### config.mk
export PLATFORM = sky130hd
export DESIGN_NAME = xml_entity_escaper_flat
export DESIGN_NICKNAME = d
export VERILOG_FILES = /design/src/hdl/xee_pkg.sv /design/src/hdl/xee_if.sv /design/src/hdl/xee_front.sv /design/src/hdl/xee_queue.sv /design/src/hdl/xee_back.sv /design/src/hdl/xml_entity_escaper.sv /design/src/flat_wrapper.sv
export VERILOG_INCLUDE_DIRS = /design/src /design/src/hdl
export SDC_FILE = /design/constraint.sdc
export NUM_CORES = 1
export LEC_CHECK = 0
export BUFFER_PORTS_ARGS = -buffer_cell sky130_fd_sc_hd__buf_2
export CORE_MARGIN = 2
export CORE_UTILIZATION = 56
export CTS_CLUSTER_SIZE = 20
export DETAILED_ROUTE_END_ITERATION = 8
export PLACE_DENSITY = 0.77
export SYNTH_ARGS = -nofsm -noshare
export SYNTH_HDL_FRONTEND = slang
export SYNTH_HIERARCHICAL = 1
export SYNTH_SLANG_ARGS = --single-unit
### constraint.sdc
create_clock -name clk -period 3.5 [get_ports clk]
set_clock_uncertainty 0.05 [all_clocks]
set_input_delay 0.7 -clock clk [delete_from_list [all_inputs] [get_ports clk]]
set_output_delay 0.7 -clock clk [all_outputs]
set_load 0.01 [all_outputs]
### src/hdl/xml_entity_escaper_macros.svh
// Assertion macros for the XML entity escaper.
// Users of these macros must have clk and arst_n in scope.
`ifndef XML_ENTITY_ESCAPER_MACROS_SVH
`define XML_ENTITY_ESCAPER_MACROS_SVH
`ifndef NO_ASSERTIONS
// Checked only outside reset.
`define XEE_ASSERT(lbl, prop, msg) \
	lbl: assert property (@(posedge clk) disable iff (!arst_n) prop) else $error(msg);
// Checked at every edge, reset included.
`define XEE_ASSERT_ALWAYS(lbl, prop, msg) \
	lbl: assert property (@(posedge clk) prop) else $error(msg);
`else
`define XEE_ASSERT(lbl, prop, msg)
`define XEE_ASSERT_ALWAYS(lbl, prop, msg)
`endif
`endif

### src/hdl/xee_pkg.sv
package xee_pkg;

	// Default depth of the queue between front and back.
	localparam int XEE_QDEPTH = 4;

	// Characters that take part in escaping.
	localparam logic [7:0] CH_AMP   = 8'h26;
	localparam logic [7:0] CH_LT    = 8'h3C;
	localparam logic [7:0] CH_GT    = 8'h3E;
	localparam logic [7:0] CH_APOS  = 8'h27;
	localparam logic [7:0] CH_QUOT  = 8'h22;
	localparam logic [7:0] CH_HASH  = 8'h23;
	localparam logic [7:0] CH_SEMI  = 8'h3B;
	localparam logic [7:0] CH_ZERO  = 8'h30;
	localparam logic [7:0] CH_LO_A  = 8'h61;
	localparam logic [7:0] CH_LO_G  = 8'h67;
	localparam logic [7:0] CH_LO_L  = 8'h6C;
	localparam logic [7:0] CH_LO_M  = 8'h6D;
	localparam logic [7:0] CH_LO_O  = 8'h6F;
	localparam logic [7:0] CH_LO_P  = 8'h70;
	localparam logic [7:0] CH_LO_Q  = 8'h71;
	localparam logic [7:0] CH_LO_S  = 8'h73;
	localparam logic [7:0] CH_LO_T  = 8'h74;
	localparam logic [7:0] CH_LO_U  = 8'h75;

	// How one input byte is rendered.
	typedef enum logic [2:0] {
		KIND_PLAIN,
		KIND_AMP,
		KIND_LT,
		KIND_GT,
		KIND_APOS,
		KIND_QUOT,
		KIND_NUM
	} xee_kind_t;

	// A classified byte, ready to be spelled out.
	typedef struct packed {
		xee_kind_t  kind;
		logic [7:0] raw;
		logic       hund_two;
		logic [3:0] tens;
		logic [3:0] ones;
		logic       str_end;
	} xee_entry_t;

	// A queue slot with its presence bit.
	typedef struct packed {
		logic       valid;
		xee_entry_t entry;
	} xee_slot_t;

	// Index of the final character of a rendering.
	function automatic logic [2:0] last_index(input xee_kind_t kind);
		logic [2:0] r;
		unique case (kind)
			KIND_PLAIN:    r = 3'd0;
			KIND_LT, KIND_GT: r = 3'd3;
			KIND_AMP:      r = 3'd4;
			default:       r = 3'd5;
		endcase
		return r;
	endfunction

	// Character at position idx of the rendering of e.
	function automatic logic [7:0] char_at(input xee_entry_t e, input logic [2:0] idx);
		logic [7:0] c;
		c = CH_AMP;
		if (idx == 3'd5) begin
			c = CH_SEMI;
		end else begin
			unique case (e.kind)
				KIND_PLAIN: c = e.raw;
				KIND_AMP: begin
					case (idx)
						3'd1:    c = CH_LO_A;
						3'd2:    c = CH_LO_M;
						3'd3:    c = CH_LO_P;
						3'd4:    c = CH_SEMI;
						default: c = CH_AMP;
					endcase
				end
				KIND_LT, KIND_GT: begin
					case (idx)
						3'd1:    c = (e.kind == KIND_LT) ? CH_LO_L : CH_LO_G;
						3'd2:    c = CH_LO_T;
						3'd3:    c = CH_SEMI;
						default: c = CH_AMP;
					endcase
				end
				KIND_APOS: begin
					case (idx)
						3'd1:    c = CH_LO_A;
						3'd2:    c = CH_LO_P;
						3'd3:    c = CH_LO_O;
						3'd4:    c = CH_LO_S;
						default: c = CH_AMP;
					endcase
				end
				KIND_QUOT: begin
					case (idx)
						3'd1:    c = CH_LO_Q;
						3'd2:    c = CH_LO_U;
						3'd3:    c = CH_LO_O;
						3'd4:    c = CH_LO_T;
						default: c = CH_AMP;
					endcase
				end
				KIND_NUM: begin
					case (idx)
						3'd1:    c = CH_HASH;
						3'd2:    c = CH_ZERO | {6'd0, e.hund_two, !e.hund_two};
						3'd3:    c = CH_ZERO | {4'd0, e.tens};
						3'd4:    c = CH_ZERO | {4'd0, e.ones};
						default: c = CH_AMP;
					endcase
				end
				default: c = e.raw;
			endcase
		end
		return c;
	endfunction

endpackage

### src/hdl/xee_if.sv
// Input channel: one text byte per beat.
interface xee_in_if;
	logic       valid;
	logic       ready;
	logic [7:0] in_byte;
	logic       string_end;

	modport source(output valid, output in_byte, output string_end, input ready);
	modport sink(input valid, input in_byte, input string_end, output ready);
endinterface

// Output channel: one escaped character per beat.
interface xee_out_if;
	logic       valid;
	logic       ready;
	logic [7:0] out_char;
	logic       run_last;
	logic       string_end_out;

	modport source(output valid, output out_char, output run_last, output string_end_out,
		input ready);
	modport sink(input valid, input out_char, input run_last, input string_end_out,
		output ready);
endinterface

### src/hdl/xee_front.sv
module xee_front (
	xee_in_if.sink              text,
	input  logic                full,
	output xee_pkg::xee_slot_t  push
);
	import xee_pkg::*;

	logic [7:0]  rem;
	logic [6:0]  rem7;
	logic [14:0] prod;
	logic [3:0]  tens;
	logic [6:0]  tens_x10;
	logic [6:0]  ones_w;
	xee_kind_t   kind;

	// A beat is taken whenever the queue has room.
	assign text.ready = !full;

	// Markup characters get named entities; the upper half gets a number.
	always_comb begin
		unique case (text.in_byte)
			CH_AMP:  kind = KIND_AMP;
			CH_LT:   kind = KIND_LT;
			CH_GT:   kind = KIND_GT;
			CH_APOS: kind = KIND_APOS;
			CH_QUOT: kind = KIND_QUOT;
			default: kind = text.in_byte[7] ? KIND_NUM : KIND_PLAIN;
		endcase
	end

	// Decimal digits of a byte from 128 to 255: hundreds by compare, tens by
	// reciprocal multiply (exact for values below 100), ones by subtraction.
	assign rem      = (text.in_byte >= 8'd200) ? (text.in_byte - 8'd200)
		: (text.in_byte - 8'd100);
	assign rem7     = rem[6:0];
	assign prod     = {8'd0, rem7} * 15'd205;
	assign tens     = prod[14:11];
	assign tens_x10 = {tens, 3'b000} + {2'b00, tens, 1'b0};
	assign ones_w   = rem7 - tens_x10;

	always_comb begin
		push.valid          = text.valid && !full;
		push.entry.kind     = kind;
		push.entry.raw      = text.in_byte;
		push.entry.hund_two = text.in_byte >= 8'd200;
		push.entry.tens     = tens;
		push.entry.ones     = ones_w[3:0];
		push.entry.str_end  = text.string_end;
	end

endmodule

### src/hdl/xee_queue.sv
`include "xml_entity_escaper_macros.svh"

module xee_queue #(
	parameter int DEPTH = xee_pkg::XEE_QDEPTH
) (
	input  logic               clk,
	input  logic               arst_n,
	input  xee_pkg::xee_slot_t push,
	output logic               full,
	output xee_pkg::xee_slot_t head,
	input  logic               pop
);
	import xee_pkg::*;

	localparam int IDXW = $clog2(DEPTH);
	localparam int CNTW = $clog2(DEPTH + 1);

	xee_entry_t      mem_q [DEPTH];
	logic [IDXW-1:0] wr_ptr_q;
	logic [IDXW-1:0] rd_ptr_q;
	logic [CNTW-1:0] count_q;

	assign full       = count_q == CNTW'(DEPTH);
	assign head.valid = count_q != '0;
	assign head.entry = mem_q[rd_ptr_q];

	// Pointers and fill count.
	always_ff @(posedge clk or negedge arst_n) begin
		if (!arst_n) begin
			wr_ptr_q <= '0;
			rd_ptr_q <= '0;
			count_q  <= '0;
		end else begin
			if (push.valid) begin
				wr_ptr_q <= (wr_ptr_q == IDXW'(DEPTH - 1)) ? '0 : wr_ptr_q + 1'b1;
			end
			if (pop) begin
				rd_ptr_q <= (rd_ptr_q == IDXW'(DEPTH - 1)) ? '0 : rd_ptr_q + 1'b1;
			end
			if (push.valid && !pop) begin
				count_q <= count_q + 1'b1;
			end else if (pop && !push.valid) begin
				count_q <= count_q - 1'b1;
			end
		end
	end

	// Entry storage.
	always_ff @(posedge clk) begin
		if (push.valid) begin
			mem_q[wr_ptr_q] <= push.entry;
		end
	end

	`XEE_ASSERT(a_count_bound, count_q <= CNTW'(DEPTH), "queue count beyond depth")
	`XEE_ASSERT(a_no_overflow, push.valid |-> count_q != CNTW'(DEPTH), "push into full queue")
	`XEE_ASSERT(a_no_underflow, pop |-> count_q != '0, "pop from empty queue")

endmodule

### src/hdl/xee_back.sv
`include "xml_entity_escaper_macros.svh"

module xee_back (
	input  logic               clk,
	input  logic               arst_n,
	input  xee_pkg::xee_slot_t head,
	output logic               pop,
	xee_out_if.source          escaped
);
	import xee_pkg::*;

	logic [2:0] idx_q;
	logic       out_valid_q;
	logic [7:0] out_char_q;
	logic       run_last_q;
	logic       end_q;
	logic [2:0] last_idx;
	logic       is_last;
	logic       load;

	// Walk the rendering of the head entry, one character per free output slot.
	assign last_idx = last_index(head.entry.kind);
	assign is_last  = idx_q == last_idx;
	assign load     = head.valid && (!out_valid_q || escaped.ready);
	assign pop      = load && is_last;

	always_ff @(posedge clk or negedge arst_n) begin
		if (!arst_n) begin
			idx_q       <= '0;
			out_valid_q <= 1'b0;
		end else begin
			if (load) begin
				idx_q       <= is_last ? 3'd0 : idx_q + 3'd1;
				out_valid_q <= 1'b1;
			end else if (escaped.ready) begin
				out_valid_q <= 1'b0;
			end
		end
	end

	// Output register payload.
	always_ff @(posedge clk) begin
		if (load) begin
			out_char_q <= char_at(head.entry, idx_q);
			run_last_q <= is_last;
			end_q      <= is_last && head.entry.str_end;
		end
	end

	assign escaped.valid          = out_valid_q;
	assign escaped.out_char       = out_char_q;
	assign escaped.run_last       = run_last_q;
	assign escaped.string_end_out = end_q;

	`XEE_ASSERT(a_idx_needs_head, idx_q != '0 |-> head.valid, "mid-entry with empty queue")
	`XEE_ASSERT(a_head_held, idx_q != '0 |-> $stable(head.entry), "head changed mid-entry")
	`XEE_ASSERT(a_end_is_last, escaped.valid && escaped.string_end_out |-> escaped.run_last,
		"string end on a character that is not last")

endmodule

### src/hdl/xml_entity_escaper.sv
// XML entity escaper. Text bytes enter on the text channel, one per beat, and
// escaped characters leave on the escaped channel, one per beat. The five markup
// characters become named entities of four to six characters, and bytes 128 to
// 255 become a six-character reference of the form &#NNN;. The output emits one
// character per cycle while escaped.ready is high, and an escaped byte takes as
// many beats as it has characters; that character emitter is what sets the
// sustained rate. A queue of QDEPTH classified bytes lets the input keep taking
// beats while the emitter spells out an entity. A taken byte passes the queue
// and then the output register before its first character appears.
module xml_entity_escaper #(
	parameter int QDEPTH = xee_pkg::XEE_QDEPTH
) (
	input logic        clk,
	input logic        arst_n,
	xee_in_if.sink     text,
	xee_out_if.source  escaped
);
	import xee_pkg::*;

	xee_slot_t push;
	xee_slot_t head;
	logic      full;
	logic      pop;

	xee_front u_front (
		.text (text),
		.full (full),
		.push (push)
	);

	xee_queue #(
		.DEPTH (QDEPTH)
	) u_queue (
		.clk    (clk),
		.arst_n (arst_n),
		.push   (push),
		.full   (full),
		.head   (head),
		.pop    (pop)
	);

	xee_back u_back (
		.clk     (clk),
		.arst_n  (arst_n),
		.head    (head),
		.pop     (pop),
		.escaped (escaped)
	);

endmodule
### src/flat_wrapper.sv
// flat-port wrapper written by rule: the top's interface ports become plain ports
module xml_entity_escaper_flat import xee_pkg::*;
#(
	parameter int QDEPTH = xee_pkg::XEE_QDEPTH
)
  (clk, arst_n, text_valid, text_in_byte, text_string_end, text_ready, escaped_valid, escaped_out_char, escaped_run_last, escaped_string_end_out, escaped_ready);
  xee_in_if text_i ();
  xee_out_if escaped_i ();
  input logic clk;
  input logic arst_n;
  input wire logic [$bits(text_i.valid)-1:0] text_valid;
  input wire logic [$bits(text_i.in_byte)-1:0] text_in_byte;
  input wire logic [$bits(text_i.string_end)-1:0] text_string_end;
  output wire logic [$bits(text_i.ready)-1:0] text_ready;
  output wire logic [$bits(escaped_i.valid)-1:0] escaped_valid;
  output wire logic [$bits(escaped_i.out_char)-1:0] escaped_out_char;
  output wire logic [$bits(escaped_i.run_last)-1:0] escaped_run_last;
  output wire logic [$bits(escaped_i.string_end_out)-1:0] escaped_string_end_out;
  input wire logic [$bits(escaped_i.ready)-1:0] escaped_ready;
  assign text_i.valid = text_valid;
  assign text_i.in_byte = text_in_byte;
  assign text_i.string_end = text_string_end;
  assign text_ready = text_i.ready;
  assign escaped_valid = escaped_i.valid;
  assign escaped_out_char = escaped_i.out_char;
  assign escaped_run_last = escaped_i.run_last;
  assign escaped_string_end_out = escaped_i.string_end_out;
  assign escaped_i.ready = escaped_ready;
  xml_entity_escaper #(.QDEPTH(QDEPTH)) u_core (.clk(clk), .arst_n(arst_n), .text(text_i), .escaped(escaped_i));
endmodule
==> results of run 1 <==
==> worst paths after layout <==
kind | startpoint | endpoint | slack (ns) | cells past startpoint
max in group asynchronous | arst_n | u_core/u_queue/rd_ptr_q[0] | 3.02 | 1
min in group clk | u_core/u_queue/count_q[2] | u_core/u_queue/count_q[2] | 0.44 | 1
min reg2reg | u_core/u_queue/count_q[2] | u_core/u_queue/count_q[2] | 0.44 | 1
max reg2reg | u_core/u_queue/rd_ptr_q[0] | u_core/u_queue/count_q[1] | 0.19 | 10
min | arst_n | u_core/u_back/escaped.valid | 0.15 | 1
max | text_in_byte[3] | u_core/u_queue/mem_q[1][4] | -1.90 | 23
==> worst max-delay path: stages <==
cell	delay, ns
buf_2	0.12
ha_4	0.17
a2111o_1	0.42
nor2b_4	0.15
mux2i_4	0.20
xnor2_2	0.18
buf_4	0.16
ha_4	0.26
inv_1	0.05
fa_1	0.41
inv_1	0.09
fa_1	0.42
ha_1	0.31
ha_2	0.19
a211o_1	0.28
a21oi_2	0.13
o21ai_2	0.08
a21oi_2	0.17
xnor2_2	0.17
ha_4	0.19
xor2_2	0.15
xnor3_1	0.27
xnor2_2	0.17
==> per-stage QoR <==
stage / hold slack, ns / util [%] / TNS [ns]
4_1_cts: 0.136 / 66.7 / -40.73
6_report: 0.149 / 67.5 / -42.03
3_5_place_dp: 0.421 / 62.3 / -56.55
3_3_place_gp: 0.423 / 62.3 / -53.02
5_1_grt: 0.149 / 67.5 / -46.58
2_1_floorplan: 0.354 / - / -47.93
==> layout make-up <==
type | count | area share [%]
Timing Repair Buffer | 86 | 8.40
Clock inverter | 6 | 1.59
Tap cell | 140 | 2.41
Multi-Input combinational cell | 283 | 41.0
Sequential cell | 105 | 42.7
Clock buffer | 10 | 1.76
Inverter | 40 | 2.12
==> cells by family (layout without fill, tap and decap cells) <==
| group | count (synthesis) | in the layout | share of synthesized area, % |
|---|---|---|---|
| adder cells (fa/ha/maj) | 64 | 64 | 14.2 |
| flip-flops | 105 | 105 | 50.8 |
| AO/OA/AOI/OAI | 75 | 75 | 9.00 |
| AND/OR/NAND/NOR | 99 | 99 | 8.84 |
| XOR/XNOR | 18 | 18 | 2.81 |
| buffers and inverters | 64 | 142 | 5.41 |
| multiplexers | 27 | 27 | 8.96 |
==> cells in the final DEF, fill, tap and decap left out, types with 4 or more instances in the layout <==
master    instances
a31oi_1           4
inv_2             5
nor3_1            4
xnor2_1           4
nand4_1           8
buf_4            60
nand2_1          19
xnor2_2           4
nor2_1           19
nor3b_1           4
a21oi_2           4
ha_1             42
mux4_2           18
a211o_1           4
buf_2            22
edfxtp_1         94
fa_1              9
ha_4             12
clkbuf_8          9
xor2_1            5
dfrtp_1          10
and2_1            7
nor2b_1           7
o21ai_0          12
inv_1            34
a21oi_1           8
a211oi_1          5
nand2b_1          7
==> sequential cells by signal, indices dropped and copies added (netlist names) <==
register	flops
u_core/u_back/escaped.out_char	8
u_core/u_queue/wr_ptr_q	2
u_core/u_back/escaped.string_end_out	1
u_core/u_back/escaped.run_last	1
u_core/u_queue/rd_ptr_q	2
u_core/u_queue/mem_q	84
u_core/u_queue/count_q	3
u_core/u_back/idx_q	3
u_core/u_back/escaped.valid	1
==> per-layer routing <==
layer  vias to the layer above  track usage [%]  wire length, um
met5                         -                0                0
met4                         0             8.88              282
met3                        20             2.11              370
met2                        86             39.8             6530
met1                      1943             27.5             5150
li1                       1846                -                -
==> what timing repair did <==
item / 4_1_cts / 5_1_grt
gates resized for setup: 32 / 16
cloned: 0 / 0
pin swaps: 20 / 19
endpoints found under the setup margin: 28 / 29
buffers inserted: 7 / 4
==> power by group through the flow <==
stage                     Clock, mW  Combinational (mW)  Sequential (mW)
after floorplan                   0                2.23             2.15
after global placement            0                3.05             2.14
after detailed placement          0                3.14             2.17
after CTS                     0.897                3.54             2.14
after global routing          0.942                4.04             2.18
final                         0.883                3.66             2.14
==> impl_metrics.py, run 1 <==
metrics = {
    "run_status": {
        "outcome": "finished, violations left",
        "violations": "negative setup slack",
    },
    "floorplan": {
        "die_w_um": 108,
        "start_util_pct": 56.8,
        "rows": 38,
        "dieArea_sq_um": 11700,
        "core_region_area_sq_um": 10700,
        "die_y_um": 108,
        "io_pins": 25,
    },
    "power": {
        "powerDensity_nw_per_um2": 920,
        "leakage_nw": 2.86,
        "clkPwrFrac_pct": 13.2,
        "swShare_pct": 36.3,
        "power_switching_mw": 2.43,
        "ir_drop_uv": 505,
        "seqPwrFrac_pct": 32.0,
        "power.total_mw": 6.68,
        "pwr-share-comb_pct": 54.8,
        "internal-power_mw": 4.25,
    },
    "detailed_routing": {
        "ant_nets": 0,
        "vias": 3895,
        "firstDrtPassIters": 4,
        "wl_mm": 12.3,
        "via_per_inst": 5.81,
        "drt-initial-drc-count": 175,
        "drc": 0,
        "wl_per_cell_um": 18.4,
    },
    "cts": {
        "clkTransAtPathRegs_ns": 0.09,
        "clock-root-buffer": "clkbuf_8",
        "cts_max_level": 3,
        "clock_latency_ns": 0.36,
        "cts_hold_buf": 0,
        "cts_made_buffers": 9,
        "cts_tree": "built",
        "cts_sinks": 105,
        "cts_buffer_depth": 2,
    },
    "sta": {
        "rsz0062_at_grt": "yes",
        "tightest_slew_ns": 0.601,
        "setup_viol": 28,
        "worst_slack_ns": -1.90,
        "hold_viol": 0,
        "max-slew-margin-rel_pct": 59.5,
        "maxSlewViolCount": 0,
        "clock.fmax_ghz": 0.185,
        "min_period_ns": 5.40,
        "period_share_pct": 154,
    },
    "yosys": {
        "yosys-top-cells-count": "94 x edfxtp_1, 55 x ha_1, 40 x inv_1",
        "yosysSeqAreaShare_pct": 50.8,
        "yosysMostFrequentCell": "edfxtp_1",
        "synth_top_area_share_pct": 46.2,
        "synth_nets": 529,
        "syn_inst": 452,
        "synth_area_sq_um": 6100,
        "yosys_warnings": 6,
        "ys.flop_type": "edfxtp_1",
        "async_flop_share_pct": 10.5,
        "ys_ff_latch": 105,
        "synth.avg_cell_area_sq_um": 13.5,
        "synth_area_leaders": "edfxtp_1 46%, ha_1 11%, mux4_2 6.6%, dfrtp_1 4.5%, fa_1 3.0%",
        "synth_edf_count": 94,
        "synth_cell_types": 67,
        "yosys.area.top_type": "edfxtp_1",
    },
    "global_routing": {
        "gr-usage-all-layers_pct": 22.1,
        "grt_pass1_wl_mm": 19.7,
        "grt_remaining_overflow": 0,
        "grt_pass1_vias": 3929,
        "antenna_found_initial": 0,
        "grt_max_degree": 25,
    },
    "finish": {
        "fin_nets": 602,
        "drive_above_1_share_pct": 32.3,
        "nFillCells": 759,
        "multi_input_area_sq_um": 2980,
        "design_area_sq_um": 7260,
        "n_antenna_cell": 0,
        "area_delta_synth_final_pct": 18.9,
        "seqCellArea_sq_um": 3100,
        "finalNonFillerCells": 670,
    },
    "worst_hold_path": {
        "holdCritPathClass": "primary input to async pin",
    },
    "worst_setup_path": {
        "arrival_ns": 5.47,
        "crit_fanout": 4,
        "startpoint_type": "primary input",
        "crit_required_ns": 3.56,
        "worstSetupPathType": "primary input to flip-flop",
        "crit_path_end_kind": "flip-flop",
    },
    "run": {
        "maxCapViolCount": 0,
    },
    "placed_design": {
        "portBuffers": 24,
        "place_inst": 649,
        "placed_area_sq_um": 6700,
        "gp_congestion": 0.912,
        "dpl_worst_slack_ns": -2.51,
        "dp_hpwl_mm": 8.61,
    },
}
Power figures use the tool's default switching activity.
==> inputs of run 2 (changes only) <==
==> constraint.sdc (replaced) <==
create_clock -name clk -period 3.5 [get_ports clk]
set_clock_uncertainty 0.05 [all_clocks]
set_input_delay 0 -clock clk [delete_from_list [all_inputs] [get_ports clk]]
set_output_delay 0 -clock clk [all_outputs]
set_load 0.01 [all_outputs]
==> run 2 against run 1 <==
  * The run still ends with negative setup slack left
  * Register-to-register slack got worse by 0.07 ns
  * Die area did not move
  * Worst setup slack improved by 0.65 ns
  * Highest routed layer unchanged
  * Flip-flop and latch count did not move
  * Maximum frequency rose by 14%
  * Sequential share of layout area fell by 0.57 points
  * Utilization rose by 0.92 points
  * Via count rose by 1.9%
  * Cell count rose by 2.1%
  * Global-route usage rose by 0.50 points
  * First-iteration DRC count rose by 59%
  * Clock power barely moved
==> impl_metrics.py, run 2 (same netlist as run 1, synthesis figures left out) <==
metrics = {
    "run_status": {
        "outcome": "finished, violations left",
        "violations": "negative setup slack",
    },
    "sta": {
        "worst_slack_ns": -1.26,
        "max-slew-margin-rel_pct": 54.6,
        "rsz0062_at_grt": "yes",
        "setup_viol": 28,
        "maxSlewViolCount": 0,
        "tightest_slew_ns": 0.673,
        "period_share_pct": 136,
        "hold_viol": 0,
        "clock.fmax_ghz": 0.210,
        "min_period_ns": 4.76,
        "tns_ns": -22.13,
    },
    "cts": {
        "clock_latency_ns": 0.37,
        "cts_max_level": 3,
        "clkTransAtPathRegs_ns": 0.09,
        "cts_made_buffers": 9,
        "cts_tree": "built",
        "cts_sinks": 105,
        "cts_buffer_depth": 2,
        "clock-root-buffer": "clkbuf_8",
    },
    "worst_setup_path": {
        "crit_required_ns": 3.57,
        "crit_buf_inv": 4,
        "r2r_start": "u_core/u_queue/rd_ptr_q[0]",
        "critPathSlowestCell": "fa_1",
        "worstSetupPathType": "primary input to flip-flop",
        "crit_path_end_kind": "flip-flop",
        "arrival_ns": 4.83,
        "max_stage_delay_ns": 0.53,
        "crit_fanout": 4,
        "worst_path_most_repeated_cell": "ha_4",
        "cpLargestDelayFamily": "adder cells",
        "worstPathCellList": "buf_4 > ha_4 > a2111o_1 > nor2b_4 > buf_4 > nor2_4 > a21oi_1 > ha_1 > ha_4 > fa_1 > inv_1 > fa_1 > inv_2 > ha_4 > nand4_1 > nor2_2 > a21oi_2 > o21ai_2 > a21oi_2 > xnor2_2 > ha_4 > xor2_1 > xnor3_2 > xnor2_4",
        "critPathLaunch": "text_in_byte[3]",
        "startpoint_type": "primary input",
    },
    "finish": {
        "n_antenna_cell": 0,
        "final_common_cell": "edfxtp_1",
        "drive_above_1_share_pct": 31.1,
        "design_area_sq_um": 7360,
        "multi_input_area_sq_um": 2940,
        "finalNonFillerCells": 684,
        "area_delta_synth_final_pct": 20.5,
        "seqCellArea_sq_um": 3100,
        "largest_reg_flops": 84,
        "largest-register": "u_core/u_queue/mem_q",
        "final_cell_mix": "94 x edfxtp_1, 63 x buf_4, 45 x ha_1",
        "nFillCells": 729,
        "fin_nets": 616,
    },
    "placed_design": {
        "place_inst": 651,
        "dpl_worst_slack_ns": -1.79,
        "portBuffers": 24,
        "dp_hpwl_mm": 8.66,
        "placed_area_sq_um": 6710,
        "gp_congestion": 0.946,
    },
    "global_routing": {
        "antenna_found_initial": 0,
        "grt_pass1_wl_mm": 19.9,
        "grt_use_met1_pct": 27.5,
        "gr-usage-all-layers_pct": 22.6,
        "met3_usage_pct": 3.74,
        "grt_max_degree": 25,
        "globalRouteMet2Util_pct": 40.5,
        "grt_pass1_vias": 4030,
        "grt_remaining_overflow": 0,
        "top_usage_layer": "met2",
    },
    "floorplan": {
        "die_w_um": 108,
        "rows": 38,
        "io_pins": 25,
        "dieArea_sq_um": 11700,
        "die_y_um": 108,
        "core_region_area_sq_um": 10700,
        "start_util_pct": 56.8,
    },
    "detailed_routing": {
        "firstDrtPassIters": 5,
        "drc": 0,
        "ant_nets": 0,
        "wl_mm": 12.5,
        "vias": 3968,
        "drt-initial-drc-count": 278,
        "wl_per_cell_um": 18.2,
        "via_per_inst": 5.80,
    },
    "run": {
        "maxCapViolCount": 0,
    },
    "power": {
        "powerDensity_nw_per_um2": 922,
        "leakage_nw": 2.91,
        "power.total_mw": 6.79,
        "ir_drop_uv": 565,
    },
    "worst_hold_path": {
        "hold_start": "text_valid",
        "holdCritPathClass": "primary input to flip-flop",
    },
}
## run 2: cell types whose count changed in the layout (fill, tap and decap cells not counted), sizes merged
cell | before | now
clkbuf | 10 | 9
dlygate4sd3 | 0 | 12
clkinv | 2 | 3
buf | 86 | 88
## run 2: worst min-delay path, stage by stage
cell and delay [ns]:
buf_2 0.09, nor2b_1 0.19, nand2_1 0.08, o21ai_0 0.06
## run 2: where the power goes
part	internal, mW	leakage, nW	switching (mW)
clock	0.476	0.120	0.406
combinational	1.84	1.80	1.91
sequential	2.00	0.995	0.155
## run 2: cell type report
type | count | area share (%)
Sequential cell | 105 | 42.1
Tap cell | 140 | 2.38
Multi-Input combinational cell | 283 | 39.9
Inverter | 40 | 2.13
Clock inverter | 7 | 1.60
Timing Repair Buffer | 100 | 10.2
Clock buffer | 9 | 1.68
## run 2: through the flow
stage                     hold WS (ns)  util, %
after floorplan                 -0.346        -
after global placement          -0.163     62.5
after detailed placement        -0.157     62.5
after CTS                       0.0283     67.7
after global routing            0.0635     68.5
final                           0.0376     68.5
## run 2: final timing paths
check,to,slack [ns],cells past startpoint
max,u_core/u_queue/mem_q[0][4],-1.26,24
min,u_core/u_queue/wr_ptr_q[1],0.04,4
max reg2reg,u_core/u_queue/count_q[1],0.12,10
min reg2reg,u_core/u_queue/count_q[2],0.45,1
max in group asynchronous,u_core/u_queue/rd_ptr_q[0],2.41,3
min in group asynchronous,u_core/u_back/escaped.valid,0.60,3
## run 2: routing by layer
layer / vias to the layer above / share of wire [%]
met5: - / 0
met1: 1966 / 41
li1: 1873 / -
met2: 98 / 53
met3: 31 / 3.6
met4: 0 / 2.6
## run 2: repair_timing
action | in CTS | in global routing
hold buffers | 12 | 0
setup buffers | 5 | 3
endpoints found under the setup margin | 28 | 29
pin swaps | 21 | 22
resized for setup | 32 | 13
endpoints found under the hold margin | 48 | 0
